<file path="src/rtl/gbw_pkg.sv">
// Shared types and constants for the 5x5 Gaussian blur window block.
// Used by gbw_front, gbw_back, gbw_outq and gaussian_blur_window_5x5_top.
// No dependencies.
package gbw_pkg;

	localparam int WIN = 5;
	localparam int CELLS = WIN * WIN;
	localparam int ROW_W = 3;
	localparam logic [ROW_W-1:0] LAST_ROW = 3'd4;

	// floor(s / 3) for s <= 765 as (s * 683) >> 11
	localparam int GREY_SHIFT = 11;
	localparam logic [9:0] GREY_RECIP = 10'd683;

	// floor(x / 273) for x <= 69615 as (x * 122911) >> 25
	localparam int SUM_W = 17;
	localparam int ROWSUM_W = 15;
	localparam int DIV_SHIFT = 25;
	localparam logic [SUM_W-1:0] DIV_RECIP = 17'd122911;

	localparam int MQ_DEPTH = 4;
	localparam int MQ_AW = 2;
	localparam int MQ_CW = 3;

	localparam int OQ_DEPTH = 8;
	localparam int OQ_AW = 3;
	localparam int OQ_LW = 4;

	localparam logic [5:0] KERNEL [CELLS] = '{
		6'd1, 6'd4,  6'd7,  6'd4,  6'd1,
		6'd4, 6'd16, 6'd26, 6'd16, 6'd4,
		6'd7, 6'd26, 6'd41, 6'd26, 6'd7,
		6'd4, 6'd16, 6'd26, 6'd16, 6'd4,
		6'd1, 6'd4,  6'd7,  6'd4,  6'd1
	};

	typedef struct packed {
		logic [7:0]       grey;
		logic [ROW_W-1:0] row;
	} mid_word_t;

endpackage

</file>
<file path="src/rtl/gbw_front.sv">
// Front end: grey conversion, row tagging and the word queue to the back end.
// Depends on gbw_pkg.
module gbw_front import gbw_pkg::*; (
	input  logic       clk,
	input  logic       arst_n,
	input  logic       push,
	output logic       full,
	input  logic [7:0] red,
	input  logic [7:0] green,
	input  logic [7:0] blue,
	output logic       mid_empty,
	output mid_word_t  mid_word,
	input  logic       mid_pop
);

	logic [9:0]       sum3;
	logic [19:0]      grey_prod;
	logic             accept;
	logic [ROW_W-1:0] row_q;
	mid_word_t        word_s1;
	logic             vld_s1;
	mid_word_t        mem_q [MQ_DEPTH];
	logic [MQ_AW-1:0] wr_ptr_q;
	logic [MQ_AW-1:0] rd_ptr_q;
	logic [MQ_CW-1:0] count_q;
	logic [MQ_CW-1:0] fill;

	assign sum3      = {2'b00, red} + {2'b00, green} + {2'b00, blue};
	assign grey_prod = {10'd0, sum3} * {10'd0, GREY_RECIP};
	assign fill      = count_q + {{(MQ_CW-1){1'b0}}, vld_s1};
	assign full      = (fill >= MQ_CW'(MQ_DEPTH));
	assign accept    = push & ~full;

	always_ff @(posedge clk or negedge arst_n) begin
		if (!arst_n) begin
			row_q  <= '0;
			vld_s1 <= 1'b0;
		end else begin
			vld_s1 <= accept;
			if (accept) begin
				// wrap after the bottom row
				row_q <= (row_q >= LAST_ROW) ? '0 : row_q + 1'b1;
			end
		end
	end

	always_ff @(posedge clk) begin
		if (accept) begin
			word_s1.grey <= grey_prod[GREY_SHIFT +: 8];
			word_s1.row  <= row_q;
		end
	end

	always_ff @(posedge clk) begin
		if (vld_s1) begin
			mem_q[wr_ptr_q] <= word_s1;
		end
	end

	always_ff @(posedge clk or negedge arst_n) begin
		if (!arst_n) begin
			wr_ptr_q <= '0;
			rd_ptr_q <= '0;
			count_q  <= '0;
		end else begin
			if (vld_s1) begin
				wr_ptr_q <= wr_ptr_q + 1'b1;
			end
			if (mid_pop) begin
				rd_ptr_q <= rd_ptr_q + 1'b1;
			end
			count_q <= count_q + {{(MQ_CW-1){1'b0}}, vld_s1}
				- {{(MQ_CW-1){1'b0}}, mid_pop};
		end
	end

	assign mid_empty = (count_q == '0);
	assign mid_word  = mem_q[rd_ptr_q];

endmodule

</file>
<file path="src/rtl/gbw_back.sv">
// Back end: 5x5 grey window, weighted sum pipeline and divide by 273.
// Depends on gbw_pkg.
module gbw_back import gbw_pkg::*; (
	input  logic             clk,
	input  logic             arst_n,
	input  logic             mid_empty,
	input  mid_word_t        mid_word,
	output logic             mid_pop,
	input  logic [OQ_LW-1:0] oq_level,
	output logic             res_vld,
	output logic [7:0]       res_data
);

	logic [7:0]          win_q [WIN][WIN];
	logic                fire_q;
	logic                vld_s1;
	logic                vld_s2;
	logic                vld_s3;
	logic [ROWSUM_W-1:0] rowsum_s1 [WIN];
	logic [SUM_W-1:0]    total_s2;
	logic [2*SUM_W-1:0]  prod_s3;
	logic [ROWSUM_W-1:0] rowsum [WIN];
	logic [SUM_W-1:0]    total;
	logic [2:0]          inflight;
	logic [OQ_LW:0]      committed;
	logic                last;

	assign inflight  = {2'b00, fire_q} + {2'b00, vld_s1} + {2'b00, vld_s2} + {2'b00, vld_s3};
	assign committed = {1'b0, oq_level} + {{(OQ_LW-2){1'b0}}, inflight};
	// hold words until the output queue has room for every result in flight
	assign mid_pop   = ~mid_empty & (committed < (OQ_LW+1)'(OQ_DEPTH));
	assign last      = (mid_word.row >= LAST_ROW);

	always_ff @(posedge clk or negedge arst_n) begin
		if (!arst_n) begin
			for (int r = 0; r < WIN; r++) begin
				for (int c = 0; c < WIN; c++) begin
					win_q[r][c] <= '0;
				end
			end
		end else if (mid_pop) begin
			for (int r = 0; r < WIN; r++) begin
				if ((ROW_W'(r) == mid_word.row) || (r == WIN-1 && last)) begin
					for (int c = 0; c < WIN-1; c++) begin
						win_q[r][c] <= win_q[r][c+1];
					end
					win_q[r][WIN-1] <= mid_word.grey;
				end
			end
		end
	end

	always_comb begin
		logic [SUM_W-1:0] acc;
		for (int r = 0; r < WIN; r++) begin
			acc = '0;
			for (int c = 0; c < WIN; c++) begin
				acc = acc + SUM_W'(win_q[r][c]) * SUM_W'(KERNEL[r*WIN+c]);
			end
			rowsum[r] = acc[ROWSUM_W-1:0];
		end
	end

	always_comb begin
		total = '0;
		for (int r = 0; r < WIN; r++) begin
			total = total + {{(SUM_W-ROWSUM_W){1'b0}}, rowsum_s1[r]};
		end
	end

	always_ff @(posedge clk or negedge arst_n) begin
		if (!arst_n) begin
			fire_q <= 1'b0;
			vld_s1 <= 1'b0;
			vld_s2 <= 1'b0;
			vld_s3 <= 1'b0;
		end else begin
			fire_q <= mid_pop & last;
			vld_s1 <= fire_q;
			vld_s2 <= vld_s1;
			vld_s3 <= vld_s2;
		end
	end

	always_ff @(posedge clk) begin
		rowsum_s1 <= rowsum;
		total_s2  <= total;
		prod_s3   <= {{SUM_W{1'b0}}, total_s2} * {{SUM_W{1'b0}}, DIV_RECIP};
	end

	assign res_vld  = vld_s3;
	assign res_data = prod_s3[DIV_SHIFT +: 8];

endmodule

</file>
<file path="src/rtl/gbw_outq.sv">
// Result queue toward the consumer; reports its level for flow control.
// Depends on gbw_pkg.
module gbw_outq import gbw_pkg::*; (
	input  logic             clk,
	input  logic             arst_n,
	input  logic             res_vld,
	input  logic [7:0]       res_data,
	output logic [OQ_LW-1:0] oq_level,
	output logic             empty,
	input  logic             pop,
	output logic [7:0]       blurred
);

	logic [7:0]       mem_q [OQ_DEPTH];
	logic [OQ_AW-1:0] wr_ptr_q;
	logic [OQ_AW-1:0] rd_ptr_q;
	logic [OQ_LW-1:0] count_q;
	logic             take;

	assign empty    = (count_q == '0);
	assign take     = pop & ~empty;
	assign oq_level = count_q;
	assign blurred  = mem_q[rd_ptr_q];

	always_ff @(posedge clk) begin
		if (res_vld) begin
			mem_q[wr_ptr_q] <= res_data;
		end
	end

	always_ff @(posedge clk or negedge arst_n) begin
		if (!arst_n) begin
			wr_ptr_q <= '0;
			rd_ptr_q <= '0;
			count_q  <= '0;
		end else begin
			if (res_vld) begin
				wr_ptr_q <= wr_ptr_q + 1'b1;
			end
			if (take) begin
				rd_ptr_q <= rd_ptr_q + 1'b1;
			end
			count_q <= count_q + {{(OQ_LW-1){1'b0}}, res_vld}
				- {{(OQ_LW-1){1'b0}}, take};
		end
	end

endmodule

</file>
<file path="src/rtl/gaussian_blur_window_5x5_top.sv">
// Top level of the 5x5 Gaussian blur window block.
// Depends on gbw_pkg, gbw_front, gbw_back, gbw_outq.
//
//   channel   direction  handshake      word
//   pixel     in         push / full    red, green, blue (8 bits each)
//   result    out        pop / empty    blurred (8 bits)
//
// One pixel is taken every cycle while the word queue between front and back
// has room; every fifth pixel yields one result, passing through the grey stage,
// queue, window update, row sums, total and divide by 273 multiply.
// Reset clears the window to zeros, the row position and both queues.
// A stalled consumer fills the 8-entry result queue; the back end then holds
// words in the 4-entry queue and the front raises full.
module gaussian_blur_window_5x5_top import gbw_pkg::*; (
	input  logic       clk,
	input  logic       arst_n,
	input  logic       push,
	output logic       full,
	input  logic [7:0] red,
	input  logic [7:0] green,
	input  logic [7:0] blue,
	output logic       empty,
	input  logic       pop,
	output logic [7:0] blurred
);

	logic             mid_empty;
	mid_word_t        mid_word;
	logic             mid_pop;
	logic [OQ_LW-1:0] oq_level;
	logic             res_vld;
	logic [7:0]       res_data;

	gbw_front u_front (
		.clk       (clk),
		.arst_n    (arst_n),
		.push      (push),
		.full      (full),
		.red       (red),
		.green     (green),
		.blue      (blue),
		.mid_empty (mid_empty),
		.mid_word  (mid_word),
		.mid_pop   (mid_pop)
	);

	gbw_back u_back (
		.clk       (clk),
		.arst_n    (arst_n),
		.mid_empty (mid_empty),
		.mid_word  (mid_word),
		.mid_pop   (mid_pop),
		.oq_level  (oq_level),
		.res_vld   (res_vld),
		.res_data  (res_data)
	);

	gbw_outq u_outq (
		.clk      (clk),
		.arst_n   (arst_n),
		.res_vld  (res_vld),
		.res_data (res_data),
		.oq_level (oq_level),
		.empty    (empty),
		.pop      (pop),
		.blurred  (blurred)
	);

endmodule

</file>
<file path="config.mk">
export PLATFORM = sky130hd
export DESIGN_NAME = gaussian_blur_window_5x5_top
export DESIGN_NICKNAME = d
export VERILOG_FILES = /design/src/rtl/gbw_pkg.sv /design/src/rtl/gbw_front.sv /design/src/rtl/gbw_back.sv /design/src/rtl/gbw_outq.sv /design/src/rtl/gaussian_blur_window_5x5_top.sv
export SDC_FILE = /design/constraint.sdc
export NUM_CORES = 2
export LEC_CHECK = 0
export BUFFER_PORTS_ARGS = -buffer_cell sky130_fd_sc_hd__buf_2
export CORE_ASPECT_RATIO = 1.25
export CORE_MARGIN = 1.5
export CORE_UTILIZATION = 65
export CTS_CLUSTER_DIAMETER = 200
export DETAILED_ROUTE_END_ITERATION = 12
export PLACE_DENSITY = 0.92
export SYNTH_ARGS = -nofsm -noshare
export SYNTH_HDL_FRONTEND = slang
export SYNTH_SLANG_ARGS = --single-unit
</file>
<file path="constraint.sdc">
create_clock -name clk -period 7.5 [get_ports clk]
set_clock_uncertainty 0.15 [all_clocks]
set_input_delay 1.5 -clock clk [delete_from_list [all_inputs] [get_ports clk]]
set_output_delay 1.5 -clock clk [all_outputs]
set_load 0.005 [all_outputs]
</file>
==> run metrics <==
final hold vios 0; CP bufs+invs 4; Avg Vias per Cell 5.75; CTS Root Cell clkbuf_16; antenna violations before repair 0; CTS Buf Count 43; most used cell, CP ha_4; post-synthesis cell type count 68; initial drt markers 1242; Setup CP Type input port to flop; Sink Count about 440; layout cells sized above 1 0.132; RSZ-0062 raised after global routing yes; IO Pins 38; cts hold-fix bufs 0; Routed Wire Length 71500 um; Nets about 3800; Crit. End Element flop; startpoint types input port; R2R Path Start u_back.win_q[106]$_DFFE_PN0P_; Worst Path Arrival about 7600 ps; final setup vio count 0; synthesized net count approximately 3700; relative slew slack 0.265; Port Buf Inserts 37; gr ovfl total 0; r2r worst-path depth 26; Tcrit/Tclk final 0.989; worst setup path startpoint red[0]; Tightest Pin Transition roughly 1100 ps; critical path depth 31; first-pass GRT wire length 118000 um; detailed-route DRC error count 0; H-tree depth 2; Fmax achieved approximately 0.13 GHz; Final HPWL DP approximately 52000 um; minimum clock period about 7400 ps; Max stage delay on crit path 520 ps; Synth Flop Type dfrtp_1; type of the most critical hold path flop to flop; Syn. warnings 0; Routed WL per cell ~19 um; Hold Slack approximately 240 ps; n_diodes 0; largest net degree at the start of global routing around 120; synthesized area per cell roughly 11 um2; crit path max-delay cell type fa_1; clock tree buffer depth 3; Final Max Slew Viols 0; CP required 7680 ps; Clock transition at path regs about 70 ps; DR pass1 iterations 5; Reg2Reg Setup Slack approximately 220 ps; #FFs+latches synth 438; hold path cells 0; Starting Density 0.658; CTS tree yes; die height about 260 um; DRT antenna net count 0; Die Area around 0.053 mm2; Gate Count Post-Synth 2918; cell class contributing the biggest share of worst-path delay adder cells; clock latency on the worst-skew pair 610 ps; Layout area overhead 9.28%; register area share after synthesis 0.333; Max Fanout on Critical Path 4; Core ar. 0.0505 mm2; async set-or-reset flop fraction in the synthesized netlist 0.514; GP Congestion between 0.9 and 1; vias about 21000; mapped cell area ~0.033 mm2; Worst Setup EP u_front.word_s1[10]$_DFFE_PP_; vias in the first global route around 24000; status completed; Worst Hold Launch u_back.vld_s2$_DFF_PN0_; MaxCap Viol Count 0; EDFF count, synth roughly 120; global-route usage over all layers 0.287; Die W 205 um; Worst R2R End u_back.rowsum_s1[44]$_DFF_P_; Setup TNS Final 0 ps; number of core rows 92
[state kept, by name, indices dropped and copies added (netlist names), 2 cells and up]
signal / flops
u_back.win_q: 200
u_back.rowsum_s1: 69
u_outq.mem_q: 64
u_front.mem_q: 44
u_back.total_s2: 17
u_front.word_s1: 11
u_back.prod_s3: 8
u_outq.oq_level: 4
u_front.count_q: 3
u_front.row_q: 3
u_outq.rd_ptr_q: 3
u_outq.wr_ptr_q: 3
u_front.rd_ptr_q: 2
u_front.wr_ptr_q: 2
[cell usage in the layout (no fill, tap or decap), drive strengths merged, types with 4 or more instances in the layout]
master    count
edfxtp      119
mux4         27
fa          306
nand3        14
and3          8
nand4         4
nand2b       17
dfrtp       225
a21o         33
or3           7
a31o          4
ha          480
clkbuf       51
o211ai        5
nand3b        4
clkinvlp      4
bufinv        6
nor2b        23
and2          7
dfxtp        94
inv         634
a21oi        99
o21a         11
xnor2       124
nor3         22
nand2       159
buf          95
xor2         35
a21boi       15
or2           4
o21ai       107
o21bai       18
a31oi         6
a311oi        4
nor2         84
mux2        154
clkinv       15
a2111oi       4
[worst reg2reg max path: stages (launching register included)]
cell      delay [ps]
dfrtp_1          440
ha_1             330
fa_1             540
inv_1             70
fa_1             450
inv_1             80
a21oi_1           60
o21bai_1         220
xor2_1           220
fa_1             440
ha_1             360
nand2_1           60
o21ai_0          310
nand3_1          120
nand2_1          100
xor2_1           170
ha_1             270
fa_1             520
inv_1             80
fa_1             560
inv_1             60
ha_1             380
nand3_1          140
nand2_1           90
a41oi_1          290
a21oi_1          170
xnor2_2          430
[per-layer routing]
metal,share of wire,vias up,track usage,wire length (um)
met4,0.067,0,0.169,4780
met3,0.043,323,0.0409,3070
li1,-,9730,-,-
met5,0,-,0,0
met1,0.35,10700,0.305,25100
met2,0.54,674,0.531,38600
[worst min-delay path by stage]
stage | to | slack (ps)
global placement | u_back.res_vld$_DFF_PN0_ | 210
CTS | u_back.res_vld$_DFF_PN0_ | 240
floorplan | u_back.res_vld$_DFF_PN0_ | 200
finish | u_back.res_vld$_DFF_PN0_ | 240
detailed placement | u_back.res_vld$_DFF_PN0_ | 220
global route | u_back.res_vld$_DFF_PN0_ | 250
[area by class of cell]
| type | count | area [um2] |
|---|---|---|
| multi-input combinational | 1817 | 19900 |
| fill | 2957 | 14200 |
| sequential | 438 | 11100 |
| inverter | 630 | 2360 |
| clock buffer | 51 | 1160 |
| tap | 658 | 823 |
| timing repair buffer | 95 | 653 |
| clock inverter | 29 | 345 |
[per-stage QoR]
step,utilization,std cells,setup slack (ps),area [um2]
after CTS,0.716,3713,1.62,36200
after global placement,0.684,3627,-500,34600
after global routing,0.720,3718,-142,36400
after detailed placement,0.684,3627,-694,34600
final,0.720,3718,80.4,36400
after floorplan,-,2918,-174,33400
[synth_stat cells, types with 5 or more instances]
| library cell | instances | area share |
|---|---|---|
| o21ai_0 | 102 | 0.015 |
| and2_1 | 7 | 0.0013 |
| buf_2 | 10 | 0.0015 |
| xnor2_1 | 124 | 0.033 |
| mux2_2 | 123 | 0.042 |
| dfrtp_1 | 225 | 0.17 |
| nor2_1 | 84 | 0.0095 |
| dfxtp_1 | 94 | 0.057 |
| a21boi_0 | 15 | 0.0034 |
| nand2b_1 | 16 | 0.0030 |
| a31oi_1 | 6 | 0.0011 |
| mux2_4 | 28 | 0.013 |
| or3_1 | 7 | 0.0013 |
| edfxtp_1 | 119 | 0.11 |
| o211ai_1 | 5 | 0.0011 |
| a21o_1 | 33 | 0.0074 |
| nor3_1 | 22 | 0.0033 |
| nor2b_1 | 23 | 0.0043 |
| and3_1 | 8 | 0.0015 |
| mux4_2 | 27 | 0.018 |
| o21ai_1 | 5 | 0.00075 |
| ha_1 | 480 | 0.18 |
| a21oi_1 | 99 | 0.015 |
| o21a_1 | 11 | 0.0025 |
| xor2_1 | 35 | 0.0092 |
| o21bai_1 | 17 | 0.0038 |
| nand3_1 | 14 | 0.0021 |
| inv_1 | 630 | 0.071 |
| clkbuf_1 | 13 | 0.0015 |
| fa_1 | 306 | 0.18 |
| nand2_1 | 158 | 0.018 |
[cells by family after synthesis]
| kind of cell | count (synthesis) | share of synthesized area |
|---|---|---|
| AO/OA/AOI/OAI | 329 | 0.0611 |
| XOR/XNOR | 159 | 0.0419 |
| adder cells (fa/ha/maj) | 786 | 0.365 |
| buffers and inverters | 663 | 0.0763 |
| flip-flops | 438 | 0.333 |
| multiplexers | 181 | 0.0736 |
| AND/OR/NAND/NOR | 362 | 0.0494 |
[what timing repair did]
action,in CTS,in global routing
buffers inserted,6,5
pin swaps,18,6
gates resized for setup,5,27
setup endpoints to repair,3,9
Power is not shown: default switching activity piles up to over one toggle a cycle in this logic, so the estimate is an artifact.
